--- src/hdl/tga_pkg.sv ---
`timescale 1ns / 1ps

package tga_pkg;

    localparam int unsigned HDR_LEN    = 12;
    localparam logic [7:0]  DEPTH_24   = 8'd24;
    localparam logic [7:0]  DEPTH_32   = 8'd32;
    localparam logic [7:0]  OPAQUE     = 8'd255;
    localparam int unsigned TDATA_BITS = 104;

    typedef enum logic [1:0] {
        KIND_HEADER = 2'd0,
        KIND_PIXEL  = 2'd1,
        KIND_ERROR  = 2'd2
    } kind_t;

    typedef enum logic [1:0] {
        ERR_NONE     = 2'd0,
        ERR_MISMATCH = 2'd1,
        ERR_SIZE     = 2'd2,
        ERR_DEPTH    = 2'd3
    } err_t;

    typedef struct packed {
        logic [7:0] data_byte;
        logic       start_of_file;
    } item_t;

    typedef struct packed {
        kind_t       kind;
        err_t        error_code;
        logic [15:0] image_width;
        logic [15:0] image_height;
        logic [7:0]  red;
        logic [7:0]  green;
        logic [7:0]  blue;
        logic [7:0]  alpha;
        logic [15:0] column;
        logic [15:0] row;
        logic        last_pixel;
    } result_t;

    // fixed header bytes 1..11: 00 02 00 00 00 00 00 00 00 00 00
    function automatic logic [7:0] pattern_byte(input logic [4:0] hdr_idx);
        logic [7:0] val;
        val = 8'h00;
        if (hdr_idx == 5'd2)
        begin
            val = 8'h02;
        end
        return val;
    endfunction

endpackage

--- src/hdl/tga_in_stage.sv ---
`timescale 1ns / 1ps

// Input register: takes a byte whenever empty or being consumed this cycle.
module tga_in_stage (
    input  logic          clk,
    input  logic          rst_n,
    input  logic          s_tvalid,
    output logic          s_tready,
    input  logic [7:0]    s_tdata,
    input  logic          s_tuser,
    input  logic          advance,
    output logic          item_valid,
    output tga_pkg::item_t item
);

    logic            valid_reg;
    logic            valid_next;
    tga_pkg::item_t  item_reg;

    assign s_tready   = !valid_reg || advance;
    assign valid_next = s_tready ? s_tvalid : valid_reg;
    assign item_valid = valid_reg;
    assign item       = item_reg;

    always_ff @(posedge clk or negedge rst_n)
    begin
        if (!rst_n)
        begin
            valid_reg <= 1'b0;
        end
        else
        begin
            valid_reg <= valid_next;
        end
    end

    always_ff @(posedge clk)
    begin
        if (s_tready && s_tvalid)
        begin
            item_reg.data_byte     <= s_tdata;
            item_reg.start_of_file <= s_tuser;
        end
    end

endmodule

--- src/hdl/tga_parse.sv ---
`timescale 1ns / 1ps

// Header check, ID skip and pixel assembly; state moves on each advance.
module tga_parse (
    input  logic              clk,
    input  logic              rst_n,
    input  logic              advance,
    input  tga_pkg::item_t    item,
    output logic              res_valid,
    output tga_pkg::result_t  res
);

    typedef enum logic [2:0] {
        PH_IDLE   = 3'd0,
        PH_HEADER = 3'd1,
        PH_DESC   = 3'd2,
        PH_ID     = 3'd3,
        PH_PIXELS = 3'd4
    } phase_t;

    phase_t      phase_reg,      phase_next;
    logic [4:0]  hdr_idx_reg,    hdr_idx_next;
    logic [7:0]  id_rem_reg,     id_rem_next;
    logic [15:0] width_reg,      width_next;
    logic [15:0] height_reg,     height_next;
    logic        four_reg,       four_next;
    logic [1:0]  pix_idx_reg,    pix_idx_next;
    logic [23:0] held_reg,       held_next;
    logic [15:0] col_reg,        col_next;
    logic [15:0] row_reg,        row_next;

    logic [7:0]  b;
    logic [1:0]  last_idx;
    logic [23:0] full_pix;
    logic        col_end;
    logic        row_end;
    logic [7:0]  id_dec;

    assign b        = item.data_byte;
    assign last_idx = four_reg ? 2'd3 : 2'd2;
    assign full_pix = four_reg ? held_reg : (held_reg | {b, 16'h0000});
    assign col_end  = (col_reg == (width_reg - 16'd1));
    assign row_end  = (row_reg == (height_reg - 16'd1));
    assign id_dec   = id_rem_reg - 8'd1;

    always_comb
    begin
        phase_next   = phase_reg;
        hdr_idx_next = hdr_idx_reg;
        id_rem_next  = id_rem_reg;
        width_next   = width_reg;
        height_next  = height_reg;
        four_next    = four_reg;
        pix_idx_next = pix_idx_reg;
        held_next    = held_reg;
        col_next     = col_reg;
        row_next     = row_reg;
        res_valid    = 1'b0;
        res          = '0;

        if (item.start_of_file)
        begin
            phase_next   = PH_HEADER;
            hdr_idx_next = 5'd1;
            id_rem_next  = b;
            width_next   = '0;
            height_next  = '0;
            four_next    = 1'b0;
            pix_idx_next = '0;
            held_next    = '0;
            col_next     = '0;
            row_next     = '0;
        end
        else
        begin
            unique case (phase_reg)
                PH_HEADER:
                begin
                    if (hdr_idx_reg < 5'(tga_pkg::HDR_LEN))
                    begin
                        if (b != tga_pkg::pattern_byte(hdr_idx_reg))
                        begin
                            res_valid      = 1'b1;
                            res.kind       = tga_pkg::KIND_ERROR;
                            res.error_code = tga_pkg::ERR_MISMATCH;
                            phase_next     = PH_IDLE;
                        end
                        else
                        begin
                            hdr_idx_next = hdr_idx_reg + 5'd1;
                        end
                    end
                    else if (hdr_idx_reg == 5'(tga_pkg::HDR_LEN))
                    begin
                        width_next   = {8'h00, b};
                        hdr_idx_next = hdr_idx_reg + 5'd1;
                    end
                    else if (hdr_idx_reg == 5'(tga_pkg::HDR_LEN + 1))
                    begin
                        width_next   = {b, width_reg[7:0]};
                        hdr_idx_next = hdr_idx_reg + 5'd1;
                    end
                    else if (hdr_idx_reg == 5'(tga_pkg::HDR_LEN + 2))
                    begin
                        height_next  = {8'h00, b};
                        hdr_idx_next = hdr_idx_reg + 5'd1;
                    end
                    else if (hdr_idx_reg == 5'(tga_pkg::HDR_LEN + 3))
                    begin
                        height_next  = {b, height_reg[7:0]};
                        hdr_idx_next = hdr_idx_reg + 5'd1;
                    end
                    else
                    begin
                        // depth byte: size check wins over depth check
                        res_valid = 1'b1;
                        if (width_reg == '0 || height_reg == '0)
                        begin
                            res.kind       = tga_pkg::KIND_ERROR;
                            res.error_code = tga_pkg::ERR_SIZE;
                            phase_next     = PH_IDLE;
                        end
                        else if (b != tga_pkg::DEPTH_24 && b != tga_pkg::DEPTH_32)
                        begin
                            res.kind       = tga_pkg::KIND_ERROR;
                            res.error_code = tga_pkg::ERR_DEPTH;
                            phase_next     = PH_IDLE;
                        end
                        else
                        begin
                            four_next        = (b == tga_pkg::DEPTH_32);
                            phase_next       = PH_DESC;
                            res.kind         = tga_pkg::KIND_HEADER;
                            res.image_width  = width_reg;
                            res.image_height = height_reg;
                        end
                    end
                end
                PH_DESC:
                begin
                    phase_next = (id_rem_reg != '0) ? PH_ID : PH_PIXELS;
                end
                PH_ID:
                begin
                    id_rem_next = id_dec;
                    if (id_dec == '0)
                    begin
                        phase_next = PH_PIXELS;
                    end
                end
                PH_PIXELS:
                begin
                    if (pix_idx_reg < last_idx)
                    begin
                        unique case (pix_idx_reg)
                            2'd0:    held_next = held_reg | {16'h0000, b};
                            2'd1:    held_next = held_reg | {8'h00, b, 8'h00};
                            default: held_next = held_reg | {b, 16'h0000};
                        endcase
                        pix_idx_next = pix_idx_reg + 2'd1;
                    end
                    else
                    begin
                        res_valid      = 1'b1;
                        res.kind       = tga_pkg::KIND_PIXEL;
                        res.red        = full_pix[23:16];
                        res.green      = full_pix[15:8];
                        res.blue       = full_pix[7:0];
                        res.alpha      = four_reg ? b : tga_pkg::OPAQUE;
                        res.column     = col_reg;
                        res.row        = row_reg;
                        res.last_pixel = col_end && row_end;
                        held_next      = '0;
                        pix_idx_next   = '0;
                        if (col_end && row_end)
                        begin
                            phase_next = PH_IDLE;
                        end
                        else if (col_end)
                        begin
                            col_next = '0;
                            row_next = row_reg + 16'd1;
                        end
                        else
                        begin
                            col_next = col_reg + 16'd1;
                        end
                    end
                end
                default:
                begin
                    phase_next = phase_reg;
                end
            endcase
        end
    end

    always_ff @(posedge clk or negedge rst_n)
    begin
        if (!rst_n)
        begin
            phase_reg   <= PH_IDLE;
            hdr_idx_reg <= '0;
            id_rem_reg  <= '0;
            width_reg   <= '0;
            height_reg  <= '0;
            four_reg    <= 1'b0;
            pix_idx_reg <= '0;
            held_reg    <= '0;
            col_reg     <= '0;
            row_reg     <= '0;
        end
        else if (advance)
        begin
            phase_reg   <= phase_next;
            hdr_idx_reg <= hdr_idx_next;
            id_rem_reg  <= id_rem_next;
            width_reg   <= width_next;
            height_reg  <= height_next;
            four_reg    <= four_next;
            pix_idx_reg <= pix_idx_next;
            held_reg    <= held_next;
            col_reg     <= col_next;
            row_reg     <= row_next;
        end
    end

endmodule

--- src/hdl/tga_out_stage.sv ---
`timescale 1ns / 1ps

// Result register and stream packing.
module tga_out_stage (
    input  logic              clk,
    input  logic              rst_n,
    input  logic              advance,
    input  logic              res_valid,
    input  tga_pkg::result_t  res,
    output logic              m_tvalid,
    input  logic              m_tready,
    output logic [tga_pkg::TDATA_BITS-1:0] m_tdata,
    output logic [1:0]        m_tuser,
    output logic              m_tlast
);

    logic              valid_reg;
    logic              valid_next;
    tga_pkg::result_t  res_reg;

    assign valid_next = advance ? res_valid : (valid_reg && !m_tready);

    always_ff @(posedge clk or negedge rst_n)
    begin
        if (!rst_n)
        begin
            valid_reg <= 1'b0;
        end
        else
        begin
            valid_reg <= valid_next;
        end
    end

    always_ff @(posedge clk)
    begin
        if (advance && res_valid)
        begin
            res_reg <= res;
        end
    end

    assign m_tvalid = valid_reg;
    assign m_tuser  = res_reg.kind;
    assign m_tlast  = res_reg.last_pixel;
    assign m_tdata  = {6'd0, res_reg.row, res_reg.column, res_reg.alpha, res_reg.blue,
                       res_reg.green, res_reg.red, res_reg.image_height,
                       res_reg.image_width, res_reg.error_code};

endmodule

--- src/hdl/tga_truecolor_stream_parser_unit.sv ---
`timescale 1ns / 1ps

// Uncompressed truecolor TGA parser. Feed the file one byte per transfer on
// the slave side, with s_tuser high on byte 0 of each file (that byte is the
// ID length and always restarts parsing). The 18-byte header is checked: a
// wrong fixed byte gives an error result, and the depth byte gives a header
// result (width, height) or a size or depth error result. After an error, the
// last pixel or reset, bytes are ignored until the next start of file. The ID
// field and descriptor byte are skipped, then each BGR or BGRA pixel yields
// one RGBA pixel result with its column, row and tlast on the final pixel of
// the image. Throughput is one byte per clock while the sink keeps up; a byte
// passes the input register and the result register around a single pass of
// parser logic. The result register can drain and reload in the same cycle,
// so the input is only held off while both the input and result registers
// are full and the sink is not ready.
module tga_truecolor_stream_parser_unit (
    input  logic         clk,
    input  logic         rst_n,
    input  logic         s_tvalid,
    output logic         s_tready,
    input  logic [7:0]   s_tdata,   // [7:0] data_byte
    input  logic         s_tuser,   // [0] start_of_file
    output logic         m_tvalid,
    input  logic         m_tready,
    // [1:0] error_code, [17:2] image_width, [33:18] image_height,
    // [41:34] red, [49:42] green, [57:50] blue, [65:58] alpha,
    // [81:66] column, [97:82] row, [103:98] zero
    output logic [103:0] m_tdata,
    output logic [1:0]   m_tuser,   // [1:0] kind
    output logic         m_tlast    // last_pixel
);

    logic              item_valid;
    tga_pkg::item_t    item;
    logic              advance;
    logic              res_valid;
    tga_pkg::result_t  res;

    // the held byte moves on when the result slot is free or draining
    assign advance = item_valid && (!m_tvalid || m_tready);

    tga_in_stage u_in (
        .clk        (clk),
        .rst_n      (rst_n),
        .s_tvalid   (s_tvalid),
        .s_tready   (s_tready),
        .s_tdata    (s_tdata),
        .s_tuser    (s_tuser),
        .advance    (advance),
        .item_valid (item_valid),
        .item       (item)
    );

    tga_parse u_parse (
        .clk       (clk),
        .rst_n     (rst_n),
        .advance   (advance),
        .item      (item),
        .res_valid (res_valid),
        .res       (res)
    );

    tga_out_stage u_out (
        .clk       (clk),
        .rst_n     (rst_n),
        .advance   (advance),
        .res_valid (res_valid),
        .res       (res),
        .m_tvalid  (m_tvalid),
        .m_tready  (m_tready),
        .m_tdata   (m_tdata),
        .m_tuser   (m_tuser),
        .m_tlast   (m_tlast)
    );

    // tlast only ever marks a pixel
    a_last_is_pixel : assert property (@(posedge clk) disable iff (!rst_n)
        m_tvalid && m_tlast |-> m_tuser == tga_pkg::KIND_PIXEL)
        else $error("tlast on non-pixel result");

    // an error code is present exactly on error results
    a_err_code : assert property (@(posedge clk) disable iff (!rst_n)
        m_tvalid |-> ((m_tuser == tga_pkg::KIND_ERROR) ==
                      (m_tdata[1:0] != tga_pkg::ERR_NONE)))
        else $error("error code does not match result kind");

    // both registers full and output stalled: input must be held off
    a_backpressure : assert property (@(posedge clk) disable iff (!rst_n)
        item_valid && m_tvalid && !m_tready |-> !s_tready)
        else $error("input accepted with both stages full");

endmodule

--- config.mk ---
export PLATFORM = sky130hd
export DESIGN_NAME = tga_truecolor_stream_parser_unit
export DESIGN_NICKNAME = d
export VERILOG_FILES = /design/src/hdl/tga_pkg.sv /design/src/hdl/tga_in_stage.sv /design/src/hdl/tga_parse.sv /design/src/hdl/tga_out_stage.sv /design/src/hdl/tga_truecolor_stream_parser_unit.sv
export SDC_FILE = /design/constraint.sdc
export NUM_CORES = 1
export LEC_CHECK = 0
export BUFFER_PORTS_ARGS = -buffer_cell sky130_fd_sc_hd__buf_2
export CAP_MARGIN = 20
export CORE_ASPECT_RATIO = 0.7
export CORE_UTILIZATION = 32
export CTS_BUF_LIST = sky130_fd_sc_hd__clkbuf_4
export CTS_CLUSTER_DIAMETER = 120
export CTS_CLUSTER_SIZE = 14
export DETAILED_ROUTE_END_ITERATION = 8
export GPL_TIMING_DRIVEN = 0
export HOLD_SLACK_MARGIN = 0.06
export PLACE_DENSITY = 0.57
export SKIP_LAST_GASP = 1
export SLEW_MARGIN = 20
export SYNTH_ARGS = -nofsm -noshare
export SYNTH_HDL_FRONTEND = slang
export SYNTH_SLANG_ARGS = --single-unit
export TNS_END_PERCENT = 5
--- constraint.sdc ---
create_clock -name clk -period 15.9 [get_ports clk]
set_input_delay 2.385 -clock clk [delete_from_list [all_inputs] [get_ports clk]]
set_output_delay 2.385 -clock clk [all_outputs]
set_load 0.05 [all_outputs]
==> metrics.md <==
| Metric | Value |
|---|---|
| Result of the run | `completed` |
| Post-detailed-route count of antenna-violating nets | `0` |
| Reg-to-reg critical path endpoint | `u_out.m_tlast` |
| Final Slew Violations | `0` |
| Horizontal die dimension | `224 um` |
| PortBufs | `115` |
| Sequential area share after synthesis | `0.544` |
| Flip-flop and latch count after synthesis | `approximately 220` |
| Number of standard-cell rows in the floorplan | `56` |
| Filler cells | `roughly 3,500` |
| Clock root buffer master | `sky130_fd_sc_hd__clkbuf_4` |
| Max reg flops | `98` |
| Static power due to leakage | `5.15 nW` |
| Startpoint of the worst register-to-register path | `u_parse.height_reg[0]` |
| Share of post-route cells with drive strength above 1 | `0.166` |
| Stage delay of the slowest cell on the critical path | `between 0.2 and 0.25 ns` |
| Primary flip-flop cell chosen by synthesis mapping | `sky130_fd_sc_hd__edfxtp_1` |
| Hold crit path type | `reg2reg` |
| Tot Pwr | `0.00141 W` |
| Worst-path cell with the longest stage delay | `sky130_fd_sc_hd__nor2b_1` |
| Number of antenna violations at the first check in global routing | `2` |
| Tcrit/Tclk final | `0.343` |
| CTS buffer count | `19` |
| Required time at the worst-slack endpoint | `roughly 14 ns` |
| Number of different library cells in the post-synthesis netlist | `82` |
| Wirelength, routed | `32.0 mm` |
| Setup repair after global routing missed its margin | `false` |
| Number of instances in the placed design | `1,639` |
| Wire length of the first global-routing pass | `between 40 and 50 mm` |
| Slew @ Worst Pin | `1.05 ns` |
| Detail Placement HPWL | `23.3 mm` |
| Latest clock arrival within the worst-skew pair | `0.72 ns` |
| Final core area utilization | `0.374` |
| Worst slew slack as a fraction of its limit | `0.297` |
| Die H | `158 um` |
| Register-to-register setup slack | `approximately 12 ns` |
| Final critical delay including setup and external delays | `5.45 ns` |
| CTS tree | `done` |
| Critical path depth | `4` |
| Final non-filler cell area | `~0.013 mm2` |
| Final Setup Violations | `0` |
| Drt first pass iters | `5` |
| Pin count of the biggest net entering global routing | `57` |
| Wirelength per Cell | `19.1 um` |
| Initial Util | `0.328` |
| Syn Std Cell Area | `0.0111 mm2` |
| Element type at the critical path end | `output port` |
| Floorplan die area | `0.0354 mm2` |
| Buffers & Inverters on Critical Path | `2` |
| Post-Place Cell Area | `~0.012 mm2` |
| Violation count after the first detailed-routing iteration | `~750` |
| Max Cap Viol | `0` |
| Highest clock rate | `0.183 GHz` |
| Routability Congestion | `0.934` |
| Number of global-route vias before repair | `8,264` |
| Core footprint | `~0.034 mm2` |
| Peak ir drop on the vdd network | `0.0000660 V` |
| Startpoint of the worst setup timing path | `m_tready` |
| Arrival time of the worst setup path | `3.07 ns` |
| FF+latch area | `0.00603 mm2` |
| CTS sink cnt | `219` |
| Cts repair resizes | `0` |
| Area added between synthesis and finish | `14.1%` |
| Drc violations | `0` |
| Post-route clock skew | `0.0360 ns` |
| Number of synthesized flops with an enable pin | `110` |
| Setup bufs post-CTS | `0` |
| Number of top-level pins | `122` |
| Worst-case reg-to-reg path depth | `11` |
| Mean instance size in the synthesized netlist | `10.6 um2` |
| Largest buffer count on any clock path | `3` |
| Maximum fanout along the worst path | `4` |
| Hold Fails Final Rpt | `0` |
| Cell type with the largest total area after synthesis | `sky130_fd_sc_hd__edfxtp_1` |
| Post-Layout Cell Count | `1,673` |
| Fin nets | `1,225` |
| Fraction of post-synthesis cell area in the top cell type by area | `0.298` |
| Total number of H-tree levels | `1` |
| Total gr overflow | `0` |
| Worst path cell trace | `buf_2, nor2b_1, nand2_1, buf_2` |
| CP Launch Type | `primary input` |
| End of the critical path | `s_tready` |
| Syn Inst Count | `1,043` |
| Via density per instance | `5.25` |
| Top cell by count, worst path | `sky130_fd_sc_hd__buf_2` |
| Count of hold buffers inserted by post-cts repair | `0` |
| Yosys warning count | `0` |
| Fin Setup TNS | `0 ns` |
| Async set-reset flop share out of synthesis | `0.498` |
| Path type of the worst setup path | `in2out` |
| Clock edge transition at the registers on the reported setup and hold paths | `0.14 ns` |
| Top Family by Delay on Critical Path | `simple AND/OR/NAND/NOR gates` |
| Total track usage | `0.182` |
| Power per unit of standard cell area | `111 mW/mm2` |
| Area taken by multi-input logic gates | `~0.0046 mm2` |
| Vias | `8,789` |
| Final antenna diode count | `0` |
| Cell types with the largest area share after synthesis | `sky130_fd_sc_hd__edfxtp_1, sky130_fd_sc_hd__dfrtp_1, sky130_fd_sc_hd__and2_1` |
## layout make-up
type                    count  area share
plain buffers              80      0.0300
clock buffers              32      0.0190
clock inverters             2    0.000792
inverters                  37      0.0110
multi-input cells         712       0.362
flip-flops and latches    219       0.477
well taps                 464      0.0459
repair buffers            127      0.0547
## tightest hold or removal path: stages, from the launching register on
cell	delay [ns]
sky130_fd_sc_hd__dfrtp_1	0.36
sky130_fd_sc_hd__a21oi_1	0.04
sky130_fd_sc_hd__nor2_1	0.07
## cell families after synthesis
| family | count (synthesis) | synth area share |
|---|---|---|
| AND/OR/NAND/NOR | 414 | 0.212 |
| AO/OA/AOI/OAI | 229 | 0.141 |
| flip-flops | 219 | 0.544 |
| buffers and inverters | 117 | 0.0467 |
| XOR/XNOR | 41 | 0.0324 |
| adder cells (fa/ha/maj) | 16 | 0.0181 |
| multiplexers | 6 | 0.00553 |
| other | 1 | 0.000338 |
## per-stage QoR
stage               hold WS [ns]  setup slack [ns]
floorplan                  0.454              5.39
global placement           0.468              1.70
detailed placement         0.477             10.46
CTS                        0.512             10.46
global route               0.531             10.37
finish                     0.505             10.45
## Yosys cell counts (25+ instances only)
library cell	instances
sky130_fd_sc_hd__and2_1	72
sky130_fd_sc_hd__clkbuf_1	59
sky130_fd_sc_hd__edfxtp_1	110
sky130_fd_sc_hd__nor2_1	73
sky130_fd_sc_hd__inv_1	37
sky130_fd_sc_hd__xnor2_1	25
sky130_fd_sc_hd__nor4_1	34
sky130_fd_sc_hd__o21ai_0	39
sky130_fd_sc_hd__dfrtp_1	109
sky130_fd_sc_hd__nand3_1	39
sky130_fd_sc_hd__a21oi_1	60
sky130_fd_sc_hd__nand2_1	53
## layer usage
layer | track usage | vias to the layer above | wire [um]
li1 | - | 4153 | -
met4 | 0.0253 | 2 | 401
met5 | 0 | - | 13
met1 | 0.284 | 4329 | 16400
met3 | 0.0304 | 35 | 2050
met2 | 0.266 | 270 | 13100
## power breakdown
group / switching (W) / internal [W] / total (W) / leakage (nW)
sequential: 0.0000599 / 0.000678 / 0.000738 / 2.51
clock: 0.000191 / 0.0000913 / 0.000283 / 0.156
combinational: 0.000272 / 0.000115 / 0.000387 / 2.48
total: 0.000523 / 0.000884 / 0.00141 / 5.15
## worst min-delay path by stage
stage                             start             endpoint  slack [ns]  cells past startpoint
finish              u_parse.held_reg[6]  u_parse.held_reg[6]        0.51                      2
global route        u_parse.held_reg[3]  u_parse.held_reg[3]        0.53                      2
CTS                 u_parse.held_reg[0]  u_parse.held_reg[0]        0.51                      2
detailed placement  u_parse.held_reg[8]  u_parse.held_reg[8]        0.48                      2
global placement    u_parse.held_reg[8]  u_parse.held_reg[8]        0.47                      2
floorplan           u_parse.held_reg[0]  u_parse.held_reg[0]        0.45                      2
## cells in the final DEF (no fill, tap or decap), drive strengths merged, types with 37 or more instances in the layout
| master | synthesis | layout |
|---|---|---|
| nand2 | 53 | 53 |
| buf | 21 | 148 |
| a21oi | 60 | 60 |
| o21ai | 50 | 50 |
| inv | 37 | 39 |
| edfxtp | 110 | 110 |
| and2 | 72 | 72 |
| dfrtp | 109 | 109 |
| clkbuf | 59 | 91 |
| nor4 | 37 | 37 |
| nand3 | 39 | 39 |
| nor2 | 73 | 73 |
(Power assumes the default switching activity.)
